**src/rtl/pal_pkg.sv**
```systemverilog
// ---------------------------------------------------------------------------
// pal_pkg: shared types and constants of the positional array list
// Holds the list geometry, command and status codes, and the structs that
// pass between the cells, the group reducers and the top level.
// ---------------------------------------------------------------------------
package pal_pkg;

	localparam int CAPACITY = 64;
	localparam int DATA_W   = 32;
	localparam int POS_W    = 7;
	localparam int FPOS_W   = 6;
	localparam int LEN_W    = 7;
	localparam int IDX_W    = (CAPACITY > 1) ? $clog2(CAPACITY) : 1;
	localparam int CNT_W    = $clog2(CAPACITY + 1);
	// Width at which positions, indexes and the length are compared.
	localparam int CMP_W    = (CNT_W > POS_W) ? CNT_W : POS_W;
	// Width used to bring a cell index to the reported position width.
	localparam int FEXT_W   = (IDX_W > FPOS_W) ? IDX_W : FPOS_W;
	localparam int GROUP    = 8;
	localparam int LIDX_W   = $clog2(GROUP);
	localparam int NGROUP   = (CAPACITY + GROUP - 1) / GROUP;
	localparam int NCELL    = NGROUP * GROUP;

	typedef enum logic [1:0] {
		CMD_INSERT   = 2'd0,
		CMD_DELETE   = 2'd1,
		CMD_RETRIEVE = 2'd2,
		CMD_FIND     = 2'd3
	} cmd_t;

	typedef enum logic [1:0] {
		ST_OK    = 2'd0,
		ST_RANGE = 2'd1,
		ST_FULL  = 2'd2,
		ST_MISS  = 2'd3
	} status_t;

	// Command broadcast to every cell in the cycle a beat is accepted.
	typedef struct packed {
		logic              do_ins;
		logic              do_del;
		logic [CMP_W-1:0]  pos;
		logic [CMP_W-1:0]  count;
		logic [DATA_W-1:0] value;
	} bcast_t;

	// Reduced result of one group of cells.
	typedef struct packed {
		logic              any_hit;
		logic [LIDX_W-1:0] first;
		logic [DATA_W-1:0] rdata;
	} grp_t;

endpackage

```
**src/rtl/pal_cell.sv**
```systemverilog
// ---------------------------------------------------------------------------
// pal_cell: one storage cell of the list
// Holds one entry, takes from a neighbor when the list shifts, and reports
// a search hit and its masked contents for a read.
// ---------------------------------------------------------------------------
module pal_cell (
	input  logic                          clk,
	input  logic [pal_pkg::IDX_W-1:0]     idx,
	input  pal_pkg::bcast_t               bc,
	input  logic [pal_pkg::DATA_W-1:0]    left,
	input  logic [pal_pkg::DATA_W-1:0]    right,
	output logic [pal_pkg::DATA_W-1:0]    entry,
	output logic                          hit,
	output logic [pal_pkg::DATA_W-1:0]    rdata
);

	logic [pal_pkg::DATA_W-1:0] entry_q;
	logic [pal_pkg::CMP_W-1:0]  my_pos;

	assign my_pos = pal_pkg::CMP_W'(idx);
	assign entry  = entry_q;

	always_ff @(posedge clk) begin
		if (bc.do_ins) begin
			if (my_pos == bc.pos) begin
				entry_q <= bc.value;
			end else if (my_pos > bc.pos) begin
				entry_q <= left;
			end
		end else if (bc.do_del) begin
			if (my_pos >= bc.pos) begin
				entry_q <= right;
			end
		end
	end

	// Only cells below the current length take part in a search.
	assign hit   = (entry_q == bc.value) && (my_pos < bc.count);
	assign rdata = (my_pos == bc.pos) ? entry_q : '0;

endmodule

```
**config.mk**
```make
export PLATFORM = sky130hd
export DESIGN_NAME = pal_cell
export DESIGN_NICKNAME = d
export VERILOG_FILES = /design/src/rtl/pal_pkg.sv /design/src/rtl/pal_cell.sv
export SDC_FILE = /design/constraint.sdc
export NUM_CORES = 1
export LEC_CHECK = 0
export BUFFER_PORTS_ARGS = -buffer_cell sky130_fd_sc_hd__buf_2
export CAP_MARGIN = 20
export CORE_UTILIZATION = 45
export DETAILED_ROUTE_END_ITERATION = 6
export PLACE_DENSITY = 0.87
export SLEW_MARGIN = 20
export SYNTH_ARGS = -nofsm -noshare
export SYNTH_HDL_FRONTEND = slang
export SYNTH_SLANG_ARGS = --single-unit
```
**constraint.sdc**
```tcl
create_clock -name clk -period 3.7 [get_ports clk]
set_input_delay 0.37 -clock clk [delete_from_list [all_inputs] [get_ports clk]]
set_output_delay 0.37 -clock clk [all_outputs]
set_load 0.01 [all_outputs]
```
==> impl_results.md <==
* Share of layout cells above drive strength 1 at about 44%
* Post-synth EDFFs at 32
* Design Power at about 1000 uW
* Finished layout cell area at around 3500 um^2
* DR vias/cell at 5.00
* Register area at a little under 1000 um^2
* DP Wirelength at 5.88 mm
* All-Layer GR Usage at between 20% and 30%
* Die area at 6010 um^2
* Arrival @ worst endpoint at around 2200 ps
* P per Cell Area at 280 nW/um^2
* Post-synthesis mux area share at around an eighth
* Max FFs per register at 32
* Worst-margin pin slew at between 900 and 1000 ps
* Share of synthesized registers carrying an async set or reset at 0%
* Largest cells by area after synthesis: edfxtp_1 37%, mux2i_1 12%, xor2_1 11%
* Yosys reg bits at 32
* Initial antenna violation count at 0
* Die Wd at 77.5 um
* Count leader, synth: a21oi_1
* Clock tree sinks at 32
* Cell Area, Synth at ~2600 um^2
* Root buf cell: clkbuf_8
* Post-synthesis compound-gate area fraction at about 9%
* Die Span Y at between 70 and 80 um
* Relative slew slack at 35.4%
* Setup-failing EPs final at 0
* Status: completed
* Cts repair resizes at 0
* Placed Area at approximately 3400 um^2
* Post-synthesis sequential area ratio at around 37%
* Max Clk Rate at around 400 MHz
* ANT cells at 0
* Most used flip-flop cell after synthesis: edfxtp_1
* Final #Nets at between 500 and 600
* Required @ worst endpoint at 3330 ps
* Crit-path max FO at between 60 and 70
* Main combinational cell family by area after synthesis: simple AND/OR/NAND/NOR gates
* H-Tree Depth at 2
* Setup TNS at 0 ps
* Detail Route Antenna Nets at 0
* Post-synthesis cell type count at 24
* Setup ws final at 1180 ps
* Global-route wire length before repair at ~11 mm
* Syn Inst Count at 255
* YS warnings at 0
* P_leak at 1.77 nW
* Residual DRC at 0
* Post-CTS setup buffer count at 0
* WL/cell at 14.3 um
* Adder-Cell Fraction of Synth Area at ~5.4%
* DP Worst Slack at ~1200 ps
* Clock-pin slew on the worst setup and hold paths at roughly 60 ps
* Avg Inst Size Synth at 10.1 um^2
* Initial Util at between 40% and 50%
* Row cnt at 27
* First-pass iteration count of the detailed router at 4
* Vias at 2529
* Longest Clk Path Bufs at 2
* Crit path time final at 2520 ps
* Core ar. at approximately 5500 um^2
* Final Cycle Share at 68.0%
* GRT overflow at 0
* Hold-fix buffers, CTS at 0
* Final slew viol count at 0
* Synth top area share at 37.4%
* CTS tree: done
* Number of global-route vias before repair at between 2000 and 2500
* Cts bufs inserted at 5
* VDD IR max at around 0.22 mV
* Area of the multi-input gates at 1430 um^2
* P&R area growth vs syn at 37.4%
* Hold Path Class: in -> reg
* Crit path kind: in -> out
* Routability cong. at 0.806
* Max cap viols at 0
* Synth Net Count at a little under 400
* Ports at 184
* Post-Synth XOR/XNOR Area at 10.9%
* Largest net degree at the start of global routing at 65
* Initial DRC Count at 72
* Type of origin of the critical path: primary input
* Synth Area in Simple Gates at between 10% and 20%
* Worst Setup End Kind: output pin
* WL final at around 7.3 mm
* Synth area leader: edfxtp_1
* RSZ-0062 raised after global routing: no
* Fillcell total at between 400 and 500
* Port Buffers at ~180
* Fin. Hold Viols at 0
==> logic make-up (layout without fill, tap and decap cells) <==
family	Yosys count	count (layout)
and+or+nand+nor	81	81
AOI/OAI and AO/OA	43	43
xor gates and xnor gates	32	32
muxes	32	32
DFF	32	32
buffers and inverters	24	203
adders and majority gates	11	11
==> cell type report <==
type	instances	share of cell area (%)
multi-input cells	199	40.4
flip-flops and latches	32	27.2
repair buffers	185	26.4
well taps	72	2.55
clock buffers	6	2.06
inverters	11	1.17
clock inverters	1	0.142
==> final timing paths <==
path | from | to | cells past startpoint | slack (ps)
worst max-delay path | idx[1] | rdata[3] | 6 | 1180
worst min-delay path | right[20] | entry[20]$_DFFE_PP_ | 3 | 410
==> per-stage QoR <==
| stage | hold slack, ps | util, % | instances |
|---|---|---|---|
| 6_report | 411 | 64.1 | 506 |
| 5_1_grt | 413 | 64.1 | 506 |
| 4_1_cts | 402 | 64.1 | 506 |
| 3_5_place_dp | 692 | 62.6 | 499 |
| 3_3_place_gp | 685 | 62.6 | 499 |
| 2_1_floorplan | 595 | - | 255 |
==> worst max-delay path: stages <==
cell	delay, ps
buf_2	120
ha_1	300
nand3_1	180
nor2_8	760
and2_1	230
buf_2	130
==> placed cells by master, fill, tap and decap left out <==
| master | instances |
|---|---|
| buf_2 | 183 |
| a21oi_1 | 36 |
| mux2i_1 | 32 |
| nor2_1 | 32 |
| and2_1 | 32 |
| xor2_1 | 32 |
| edfxtp_1 | 32 |
| inv_1 | 11 |
| ha_1 | 11 |
| nor4_1 | 8 |
| clkbuf_8 | 5 |
| a21o_1 | 4 |
| nand2b_1 | 2 |
| o22ai_1 | 2 |
| nand4_1 | 2 |
| buf_4 | 2 |
| nand4b_4 | 1 |
| nand3_1 | 1 |
| nor2_8 | 1 |
| o21a_1 | 1 |
| nand4b_1 | 1 |
| nor3_1 | 1 |
| clkbuf_1 | 1 |
| clkinv_2 | 1 |
==> metal layers <==
metal  up-vias  share of wire, %  global-route usage (%)
li1       1252                 -                       -
met1      1151                39                    27.8
met2       116                52                    45.0
met4         0               1.5                    6.98
met5         -                 0                       0
met3        10               7.6                    6.35
==> power breakdown <==
| group | internal [mW] | leakage, nW | switching, mW |
|---|---|---|---|
| logic | 0.127 | 1.42 | 0.140 |
| registers | 0.444 | 0.303 | 0.0306 |
| clock network | 0.128 | 0.0410 | 0.117 |
| total | 0.699 | 1.77 | 0.288 |
Note: power is estimated with default switching activity, not from simulation.
