`config.mk`:
```
export PLATFORM = sky130hd
export DESIGN_NAME = pal_group
export DESIGN_NICKNAME = d
export VERILOG_FILES = /design/src/rtl/pal_pkg.sv /design/src/rtl/pal_group.sv
export SDC_FILE = /design/constraint.sdc
export NUM_CORES = 1
export LEC_CHECK = 0
export ABC_AREA = 1
export BUFFER_PORTS_ARGS = -buffer_cell sky130_fd_sc_hd__buf_2
export CAP_MARGIN = 20
export CELL_PAD_IN_SITES_DETAIL_PLACEMENT = 0
export CELL_PAD_IN_SITES_GLOBAL_PLACEMENT = 1
export CORE_AREA = 3 3 117 119
export DETAILED_ROUTE_END_ITERATION = 10
export DIE_AREA = 0 0 120 122
export PLACE_DENSITY_LB_ADDON = 0.1
export SLEW_MARGIN = 30
export SYNTH_ARGS = -nofsm -noshare
export SYNTH_HDL_FRONTEND = slang
export SYNTH_SLANG_ARGS = --single-unit
```
`constraint.sdc`:
```
create_clock -name vclk -period 1.8
set_clock_uncertainty 0.15 [all_clocks]
set_input_delay 0.27 -clock vclk [all_inputs]
set_output_delay 0.27 -clock vclk [all_outputs]
set_load 0.005 [all_outputs]
```
`src/rtl/pal_pkg.sv`:
```
// ---------------------------------------------------------------------------
// pal_pkg: shared types and constants of the positional array list
// Holds the list geometry, command and status codes, and the structs that
// pass between the cells, the group reducers and the top level.
// ---------------------------------------------------------------------------
package pal_pkg;

	localparam int CAPACITY = 64;
	localparam int DATA_W   = 32;
	localparam int POS_W    = 7;
	localparam int FPOS_W   = 6;
	localparam int LEN_W    = 7;
	localparam int IDX_W    = (CAPACITY > 1) ? $clog2(CAPACITY) : 1;
	localparam int CNT_W    = $clog2(CAPACITY + 1);
	// Width at which positions, indexes and the length are compared.
	localparam int CMP_W    = (CNT_W > POS_W) ? CNT_W : POS_W;
	// Width used to bring a cell index to the reported position width.
	localparam int FEXT_W   = (IDX_W > FPOS_W) ? IDX_W : FPOS_W;
	localparam int GROUP    = 8;
	localparam int LIDX_W   = $clog2(GROUP);
	localparam int NGROUP   = (CAPACITY + GROUP - 1) / GROUP;
	localparam int NCELL    = NGROUP * GROUP;

	typedef enum logic [1:0] {
		CMD_INSERT   = 2'd0,
		CMD_DELETE   = 2'd1,
		CMD_RETRIEVE = 2'd2,
		CMD_FIND     = 2'd3
	} cmd_t;

	typedef enum logic [1:0] {
		ST_OK    = 2'd0,
		ST_RANGE = 2'd1,
		ST_FULL  = 2'd2,
		ST_MISS  = 2'd3
	} status_t;

	// Command broadcast to every cell in the cycle a beat is accepted.
	typedef struct packed {
		logic              do_ins;
		logic              do_del;
		logic [CMP_W-1:0]  pos;
		logic [CMP_W-1:0]  count;
		logic [DATA_W-1:0] value;
	} bcast_t;

	// Reduced result of one group of cells.
	typedef struct packed {
		logic              any_hit;
		logic [LIDX_W-1:0] first;
		logic [DATA_W-1:0] rdata;
	} grp_t;

endpackage

```
`src/rtl/pal_group.sv`:
```
// ---------------------------------------------------------------------------
// pal_group: reducer for one group of cells
// Finds the lowest hit in the group and merges the masked read data.
// ---------------------------------------------------------------------------
module pal_group (
	input  logic [pal_pkg::GROUP-1:0]                     hit,
	input  logic [pal_pkg::GROUP-1:0][pal_pkg::DATA_W-1:0] rdata,
	output pal_pkg::grp_t                                 res
);

	always_comb begin
		res.any_hit = |hit;
		res.first   = '0;
		res.rdata   = '0;
		for (int l = pal_pkg::GROUP - 1; l >= 0; l--) begin
			if (hit[l]) begin
				res.first = pal_pkg::LIDX_W'(l);
			end
			res.rdata = res.rdata | rdata[l];
		end
	end

endmodule

```
==> results of run 1 <==
-- routing by layer --
metal,wire (um),vias to the layer above,track usage [%]
li1,-,1081,-
met1,1476,881,4.604
met2,3617,165,16.58
met3,858,4,1.903
met4,54,0,0.5727
met5,0,-,0
-- worst min-delay path by stage --
| stage | cells after the start | slack [ns] | startpoint | end |
|---|---|---|---|---|
| floorplan | 1 | 0.42 | hit[0] | res[32] |
| CTS | 4 | 0.64 | rdata[146] | res[18] |
| detailed placement | 4 | 0.64 | rdata[150] | res[22] |
| global route | 4 | 0.65 | rdata[139] | res[11] |
| finish | 3 | 0.63 | hit[0] | res[32] |
| global placement | 4 | 0.64 | rdata[138] | res[10] |
-- synth_stat cells, drive strengths merged --
cell type / number
nor4: 64
nand2: 39
inv: 8
a21oi: 1
a31oi: 1
nand3: 1
nand4: 1
nor2: 1
nor3: 1
or2: 1
-- power by group --
group	switching, uW	internal [uW]
logic	98.4	224
registers	0	0
clock network	0	0
-- cell type report --
| type | count | area (sq um) |
|---|---|---|
| repair buffers | 300 | 1501 |
| well taps | 172 | 215.2 |
| fillers | 1469 | 10330 |
| multi-input cells | 110 | 589.3 |
| inverters | 8 | 30.03 |
-- per-stage QoR --
| stage | total power, uW | hold WS, ns | area, sq um |
|---|---|---|---|
| 4_1_cts | 328.2 | 0.6354 | 2336 |
| 2_1_floorplan | 40.82 | 0.4176 | 619.3 |
| 5_1_grt | 363.3 | 0.6454 | 2336 |
| 3_3_place_gp | 323.5 | 0.6382 | 2336 |
| 3_5_place_dp | 327.5 | 0.6352 | 2336 |
| 6_report | 322.3 | 0.6290 | 2336 |
-- cell families after synthesis --
| logic type | share of synthesized area (%) |
|---|---|
| buffers and inverters | 4.849 |
| AOI/OAI and AO/OA | 1.818 |
| and+or+nand+nor | 93.33 |
-- worst min-delay path, stage by stage --
cell and delay (ns):
sky130_fd_sc_hd__buf_2 0.08, sky130_fd_sc_hd__a21oi_1 0.03, sky130_fd_sc_hd__buf_2 0.12
-- layout by cell type, fill, tap and decap left out, types with 8 or more instances in the layout --
master                    count
sky130_fd_sc_hd__nand2_1     39
sky130_fd_sc_hd__nor4_1      64
sky130_fd_sc_hd__buf_2      300
sky130_fd_sc_hd__inv_1        8
==> summary by stage, run 1 <==
Synthesis
The largest total area in the synthesized netlist belongs to sky130_fd_sc_hd__nor4_1. In this run the cell area of the synthesized design comes to 619.3 sq um. Of the post-synthesis cell area, the dominant cell type holds between 60 and 70%. For this run, the number of Yosys warnings is 0. The fraction of the yosys area taken by sequential cells is 0%.

The cell count after synthesis is approximately 120. The average instance in the mapped netlist occupies around 5.2 sq um. Sorting the synthesized cells by area gives the leading types as sky130_fd_sc_hd__nor4_1, sky130_fd_sc_hd__nand2_1, sky130_fd_sc_hd__inv_1.

The distinct cell type count of the synthesized netlist is 10. The post-synth net total is around 380.

Power
The power per cell area is 138.0 mW/mm^2. The leakage dissipation is 0.001238 uW. The maximum vdd drop is roughly 0.034 mV.

Route
The count of nets left with antenna violations after detail routing is 0. After detailed routing, the total wire length is 6.006 mm. The detailed router placed between 2000 and 2500 vias in this run. The routed length per placed instance is approximately 10 um.

For this block, the initial DRC count from the detailed router was 7. The average vias per placed instance is 3.612. For this run, design rule violations remaining after detail routing come to 0.

Before antenna repair, the detailed router went through 2 iterations.

Layout
The number of standard cells in the final layout excluding fillers is 590. The layout has 0 clock buffers. The final net count is slightly below 700. The number of antenna diodes is 0.

Summing all flip-flop and latch instances after layout gives 0 sq um. In the final layout, the share of cells above drive strength 1 is 72.01%. For this run, the share of the core covered by cells in the final layout is a little under a fifth.

There are 0 flip-flops and latches. The synthesis-to-finish area growth is 277.2%.

Setup path
The cell depth of the worst setup path is 5. The maximum cell stage delay along the critical path is 0.24 ns. The combined buffer and inverter count along the critical path is 2. The top cell family by delay on the critical path is simple AND/OR/NAND/NOR gates.

The slowest stage of the critical path belongs to the cell sky130_fd_sc_hd__or2_1. By instance count, the cell type seen most on the critical path is sky130_fd_sc_hd__buf_2. By startpoint and endpoint, the worst setup path is classified as input port to primary output.

The worst path required time is 1.38 ns. The highest fanout seen on the critical path is 2. In this run the worst setup path begins at hit[6]. The worst setup path is launched from an input port. The critical path goes through buf_2 > or2_1 > nor3_2 > nand2_1 > buf_2. Data on the critical path arrives at its endpoint at roughly 0.96 ns.

The critical path capture point type is a primary output. The end of the critical path is res[35].

Timing
Setup total negative slack on the finished layout was measured at 0 ns. The slew at the pin with the worst max-slew slack is 0.2764 ns. Timing would allow up to 723.7 MHz. Setup violations remaining at the end of the flow were counted as 0. Measured against its own limit, the worst slew margin works out to 81.40%. The number of max-slew violations in the final report was 0. Once routing completed, OpenROAD measured the worst setup slack at 0.4182 ns. The final-report hold violation count is 0. The worst path uses roughly 77% of the clock period. Counting I/O delays and the setup requirement, the final critical path takes 1.382 ns. Setup repair after global routing left no endpoint under its margin.

Floorplanning
The die area is 0.01464 sq mm. The site row count is 41. In this run the standard cell core region covers around 0.013 sq mm.

For this configuration, the core starts out at a cell density of 4.888%. The floorplan step set the die width to 120 um. The height of the die is 122 um.

For this design the top-level I/O count stands at 300.

Placement
At the placement stage, the worst setup path has a slack of 0.4153 ns. The HPWL reported at the end of detailed placement is 5.939 mm. The number of cells in the design after placement is 590. The number of buffer cells added on primary ports is 300.

Routability-driven placement finished with a final weighted congestion of 0.7159.

Global route
The first-pass GRT wire length is 8.266 mm. The number of global-route vias before repair came to 2062. Global routing used between 6 and 7% of the available tracks across all layers. The initial antenna violation count is 0. The aggregate global routing overflow is 0. The largest net degree at the start of global routing is 4.

Worst hold path
The min-delay analysis places its worst path in the category input port to primary output.

Clocking
In this run, post-CTS hold repair placed 0 buffers. The quantity of gates resized following cts is 0. The number of setup buffers added after CTS is 0.

Flow run
Across the run, the number of max-cap violations was 0.

Status
The flow ran to the end, and the final reports show no timing, DRC or antenna violations.
Power figures use the tool's default switching activity.
==> run 2, diff against run 1 <==
==> constraint.sdc (replaced) <==
create_clock -name vclk -period 1.3
set_clock_uncertainty 0.15 [all_clocks]
set_input_delay 0.195 -clock vclk [all_inputs]
set_output_delay 0.195 -clock vclk [all_outputs]
set_load 0.005 [all_outputs]
==> run 2 against run 1 <==
Effect of this change: power rose by 38%; largest cell class unchanged; largest power group unchanged; worst setup slack got worse by 0.34 ns; highest routed layer unchanged; global-route usage barely moved; sequential share of layout area did not move.
==> summary by stage, run 2 (same netlist as run 1, synthesis figures left out) <==
Global route
The overall fraction of global-route tracks in use was 6.699% (+0.019 points). The initial antenna violation count is 0 (unchanged). The first-pass GRT wire length is 8.286 mm (+0.24%). The aggregate global routing overflow is 0 (unchanged).

The largest net degree at the start of global routing is 4 (unchanged). The number of global-route vias before repair is 2001 (-3.0%).

Clocking
The number of setup buffers added after CTS is 0 (unchanged). The quantity of gates resized following cts is 0 (unchanged). The number of hold buffers added after CTS is 0 (unchanged).

Timing
Setup repair after global routing left no endpoint under its margin. The number of max-slew violations in the final report was 0 (unchanged). The part of the cycle the worst path needs is 94.06%. The final-report hold violation count is 0 (unchanged). Timing would allow up to roughly 820 MHz.

The count of endpoints failing setup in the final report is 0 (unchanged). The slew at the pin with the worst max-slew slack is 0.2786 ns (+0.002136 ns). The clock period could shrink to 1.223 ns.

The headroom to the max-slew limit is 81.26% (-0.14 points). The accumulated negative setup slack came to 0 ns (unchanged).

Route
The average vias per placed instance is 3.593 (-0.52%). The detailed-routing iteration count for the pre-antenna-repair pass is 2 (unchanged). The number of violations reported at the end of detailed-routing iteration 0 is 10 (+3). The routed length per placed instance is 10.22 um (+0.40%). The post-detailed-routing wire length is 6.030 mm (+0.40%). The number of remaining DRC errors was 0 (unchanged). The total number of vias came to 2120 (-0.52%).

The count of nets left with antenna violations after detail routing was 0 (unchanged).

Power
The maximum vdd drop is 0.04732 mV (+40%). The power per cell area is 190.8 mW/mm^2 (+38%). The leakage dissipation is 0.001238 uW (unchanged).

Placement
The number of buffer cells added on primary ports is 300 (unchanged). The placed cell area was 0.002336 sq mm (unchanged). The weighted congestion reported at the end of routability-driven placement came to 0.7160 (about the same). The HPWL reported at the end of detailed placement is 6.002 mm (+1.1%).

Layout
The total of fill cells in the finished design is 1489 (+1.4%). The layout clock buffer count came to 0 (unchanged). The synthesis-to-finish area growth was 277.2% (unchanged). The flip-flop and latch count came to 0 (unchanged).

The final net count is 684 (unchanged). The area of all placed cells without fillers was 0.002336 sq mm (unchanged). The share of cells above drive strength 1 is 72.01% (unchanged).

The register area was 0 sq um (unchanged). The number of antenna diodes is 0 (unchanged). The commonest non-fill, non-tap cell in the layout is sky130_fd_sc_hd__buf_2. The top cell types in the final layout, fill and taps aside, are sky130_fd_sc_hd__buf_2, sky130_fd_sc_hd__nor4_1, sky130_fd_sc_hd__nand2_1.

Floorplanning
The die area is 0.01464 sq mm (unchanged). The horizontal extent of the die is 120 um (unchanged). The I/O pin count is 300 (unchanged). The area of the placeable core is 0.01267 sq mm (unchanged). The height of the die is 122 um (unchanged).

The effective utilization at floorplan is 4.888% (unchanged). The site row count is 41 (unchanged).

Setup path
The critical path is of the input port to primary output type. The launching element type of the critical path is an input port. The highest fanout seen on the critical path was 2 (unchanged).

The worst path arrival time came to 0.88 ns (-0.08 ns). The worst path required time is 0.95 ns (-0.43 ns). The worst setup path is captured at a primary output.

Worst hold path
The endpoint of the worst hold-timing path is res[32]. The number of cells traversed by the worst hold path was 3 (unchanged). The worst hold path begins at hit[0]. In this run the worst hold path is classified as input port to primary output.

Status
The flow ran to the end, and the final reports show no timing, DRC or antenna violations.

Flow run
The max-cap check violation count is 0 (unchanged).
run 2: cell counts in the layout (fill, tap and decap cells not counted):
Identical to the previous run, type by type.
run 2: critical path: stages:
cell and delay (ns):
sky130_fd_sc_hd__buf_2 0.10, sky130_fd_sc_hd__or2_1 0.24, sky130_fd_sc_hd__nor3_2 0.15, sky130_fd_sc_hd__nand2_1 0.07, sky130_fd_sc_hd__buf_2 0.13
run 2: routing by layer:
metal / share of wire [%] / GRT usage, % / up-vias / wire (um)
li1: - / - / 1081 / -
met1: 24 / 4.883 / 866 / 1453
met2: 60 / 16.12 / 167 / 3623
met3: 15 / 2.043 / 6 / 889
met4: 1.0 / 0.7158 / 0 / 63
met5: 0 / 0 / - / 0
run 2: cell type report:
cell class	count	area [sq um]	area share, %
Multi-Input combinational cell	110	589.3	25.23
Timing Repair Buffer	300	1501	64.27
Tap cell	172	215.2	9.213
Inverter	8	30.03	1.285
run 2: how the worst max path moves through the flow:
stage	startpoint	endpoint	slack [ns]	cells after the start
2_1_floorplan	hit[6]	res[35]	0.33	3
3_3_place_gp	hit[6]	res[35]	0.06	5
3_5_place_dp	hit[6]	res[35]	0.06	5
4_1_cts	hit[6]	res[35]	0.05	5
5_1_grt	hit[6]	res[32]	0.001	9
6_report	hit[6]	res[35]	0.08	5
run 2: power breakdown:
part	switching (uW)	total, uW	internal (uW)
sequential	0	0	0
combinational	136	446	310
clock	0	0	0
total	136	446	310
run 2: stage by stage:
| stage | instances | hold slack [ns] | utilization [%] | setup WS [ns] | power (uW) |
|---|---|---|---|---|---|
| after floorplan | 118 | 0.2676 | - | 0.3253 | 56.52 |
| after global placement | 590 | 0.4883 | 18.44 | 0.06247 | 447.9 |
| after detailed placement | 590 | 0.4874 | 18.44 | 0.06004 | 454.2 |
| after CTS | 590 | 0.4870 | 18.44 | 0.05339 | 455.1 |
| after global routing | 590 | 0.4984 | 18.44 | 0.0009905 | 504.7 |
| final | 590 | 0.4807 | 18.44 | 0.07719 | 445.7 |
==> run 3, diff against run 2 <==
--- a/config.mk
+++ b/config.mk
@@ -14,6 +14,7 @@
 export DETAILED_ROUTE_END_ITERATION = 10
 export DIE_AREA = 0 0 120 122
 export PLACE_DENSITY_LB_ADDON = 0.1
+export SETUP_SLACK_MARGIN = 0.1
 export SLEW_MARGIN = 30
 export SYNTH_ARGS = -nofsm -noshare
 export SYNTH_HDL_FRONTEND = slang
==> run 3 against run 2 <==
Effect of this change: non-clock buffer count is the same; via count increased by 0.85%; worst setup slack improved by 0.031 ns; fmax up 2.6%; cell area grew 4.1%; critical path type unchanged.
==> summary by stage, run 3 (same netlist as run 1, synthesis figures left out) <==
Route
The average vias per placed instance was 3.624 (+0.85%). The number of remaining DRC errors came to 0 (unchanged). The number of violations reported at the end of detailed-routing iteration 0 is 11 (+1). The post-detailed-routing wire length is 6.151 mm (+2.0%). The routed length per placed instance was 10.43 um (+2.0%). The count of nets left with antenna violations after detail routing was 0 (unchanged). The total number of vias is 2138 (+0.85%). The detailed-routing iteration count for the pre-antenna-repair pass came to 2 (unchanged).

Timing
The maximum clock frequency is 838.9 MHz (+2.6%). The slew at the pin with the worst max-slew slack is 0.2786 ns (unchanged). The worst setup margin was 0.1080 ns (+0.03077 ns). The count of endpoints failing setup in the final report is 0 (unchanged). Setup repair after global routing could not meet its margin everywhere. The number of max-slew violations in the final report is 0 (unchanged). The headroom to the max-slew limit came to 81.26% (unchanged). The part of the cycle the worst path needs was 91.69% (-2.4 points).

The clock period minus final worst setup slack was 1.192 ns (-0.03077 ns). The final-report hold violation count is 0 (unchanged). The accumulated negative setup slack is 0 ns (unchanged).

Global route
The first-pass GRT wire length is 8.286 mm (unchanged). The aggregate global routing overflow came to 0 (unchanged). The overall fraction of global-route tracks in use was 6.699% (unchanged). The number of global-route vias before repair is 2001 (unchanged).

The initial antenna violation count is 0 (unchanged). The largest net degree at the start of global routing is 4 (unchanged).

Power
The maximum vdd drop came to 0.04784 mV (+1.1%). The leakage dissipation is 0.001251 uW (+1.0%). The power per cell area is 195.1 mW/mm^2 (+2.3%).

Setup path
The combined buffer and inverter count along the critical path is 2 (unchanged). STA classifies the critical path endpoint as a primary output. The launching instance or port of the critical path is hit[6]. The worst path required time came to 0.95 ns (about the same). The launching element type of the critical path is an input port. The worst path arrival time is 0.85 ns (-0.03 ns). The worst setup path is of the input port to primary output kind. The top cell family by delay on the critical path is simple AND/OR/NAND/NOR gates.

The highest fanout seen on the critical path is 2 (unchanged). On the critical path, the stage with the largest delay is an instance of sky130_fd_sc_hd__or2_4. Traced cell by cell, the critical path runs through buf_6 > or2_4 > nor3_4 > nand2_1 > buf_2. The maximum cell stage delay along the critical path came to 0.25 ns (about the same).

Flow run
The max-cap check violation count was 0 (unchanged).

Layout
The number of antenna diodes came to 0 (unchanged). The final net count is 684 (unchanged). The number of standard cells in the final layout excluding fillers is 590 (unchanged). The core utilization of the finished layout came to 19.20% (+0.76 points). The total of fill cells in the finished design is 1476 (-0.87%). The area of all placed cells without fillers is 0.002432 sq mm (+4.1%).

Relative to the synthesized area, the layout overhead comes to 292.7%. The share of cells above drive strength 1 is 75.12% (+3.1 points). The library cells used most frequently in the layout, excluding fill and tap cells, are sky130_fd_sc_hd__buf_2, sky130_fd_sc_hd__nor4_1, sky130_fd_sc_hd__nand2_1. The area used by multi-input combinational logic is 679.4 sq um (+15%). The flip-flop and latch count was 0 (unchanged). The register area came to 0 sq um (unchanged).

The layout clock buffer count is 0 (unchanged). Leaving out fill and tap cells, the most frequent cell in the layout is sky130_fd_sc_hd__buf_2.

Placement
The placed cell area is 0.002336 sq mm (unchanged). The number of buffer cells added on primary ports is 300 (unchanged). The weighted congestion reported at the end of routability-driven placement came to 0.7160 (unchanged). The number of cells in the design after placement is 590 (unchanged). The post-place setup slack is 0.06004 ns (unchanged). The HPWL reported at the end of detailed placement is 6.002 mm (unchanged).

Status
The run finished with clean final reports.

Floorplanning
The die area was 0.01464 sq mm (unchanged). The effective utilization at floorplan came to 4.888% (unchanged). The horizontal extent of the die is 120 um (unchanged). The area of the placeable core came to 0.01267 sq mm (unchanged). The height of the die is 122 um (unchanged). The I/O pin count is 300 (unchanged). The site row count is 41 (unchanged).

Worst hold path
The path class of the tightest hold or removal check is input port to primary output. The startpoint of the tightest hold check path is hit[0].

Clocking
The number of hold buffers added after CTS came to 0 (unchanged).
-- run 3: cell counts in the layout (fill, tap and decap cells not counted) --
No cell type changed its count.
-- run 3: through the flow --
stage | hold WS, ns | power (uW)
after floorplan | 0.2676 | 56.52
after global placement | 0.4883 | 447.9
after detailed placement | 0.4874 | 454.2
after CTS | 0.4870 | 456.9
after global routing | 0.4984 | 533.8
final | 0.4856 | 474.6
-- run 3: cell type report --
type	instances	area share [%]
tap	172	8.848
multi-input combinational	110	27.93
timing repair buffer	300	61.99
inverter	8	1.235
-- run 3: metal layers --
metal  up-vias  part of all wire (%)  global-route usage, %  routed length (um)
met4         0                   1.1                 0.7158                  69
li1       1081                     -                      -                   -
met1       884                    25                  4.883                1509
met5         -                     0                      0                   0
met2       167                    60                  16.12                3698
met3         6                    14                  2.043                 873
-- run 3: final timing paths --
| check | end | slack, ns | depth (start not counted) |
|---|---|---|---|
| min | res[32] | 0.49 | 3 |
| max | res[35] | 0.11 | 5 |
-- run 3: report_power, final --
part	internal [uW]	switching (uW)
logic	320	155
registers	0	0
clock network	0	0
total	320	155
-- run 3: timing repair --
action	in CTS	in global routing
setup buffers	0	0
endpoints found under the setup margin	2	14
resized for setup	1	15
hold endpoints to repair	0	0
pin swaps	1	1
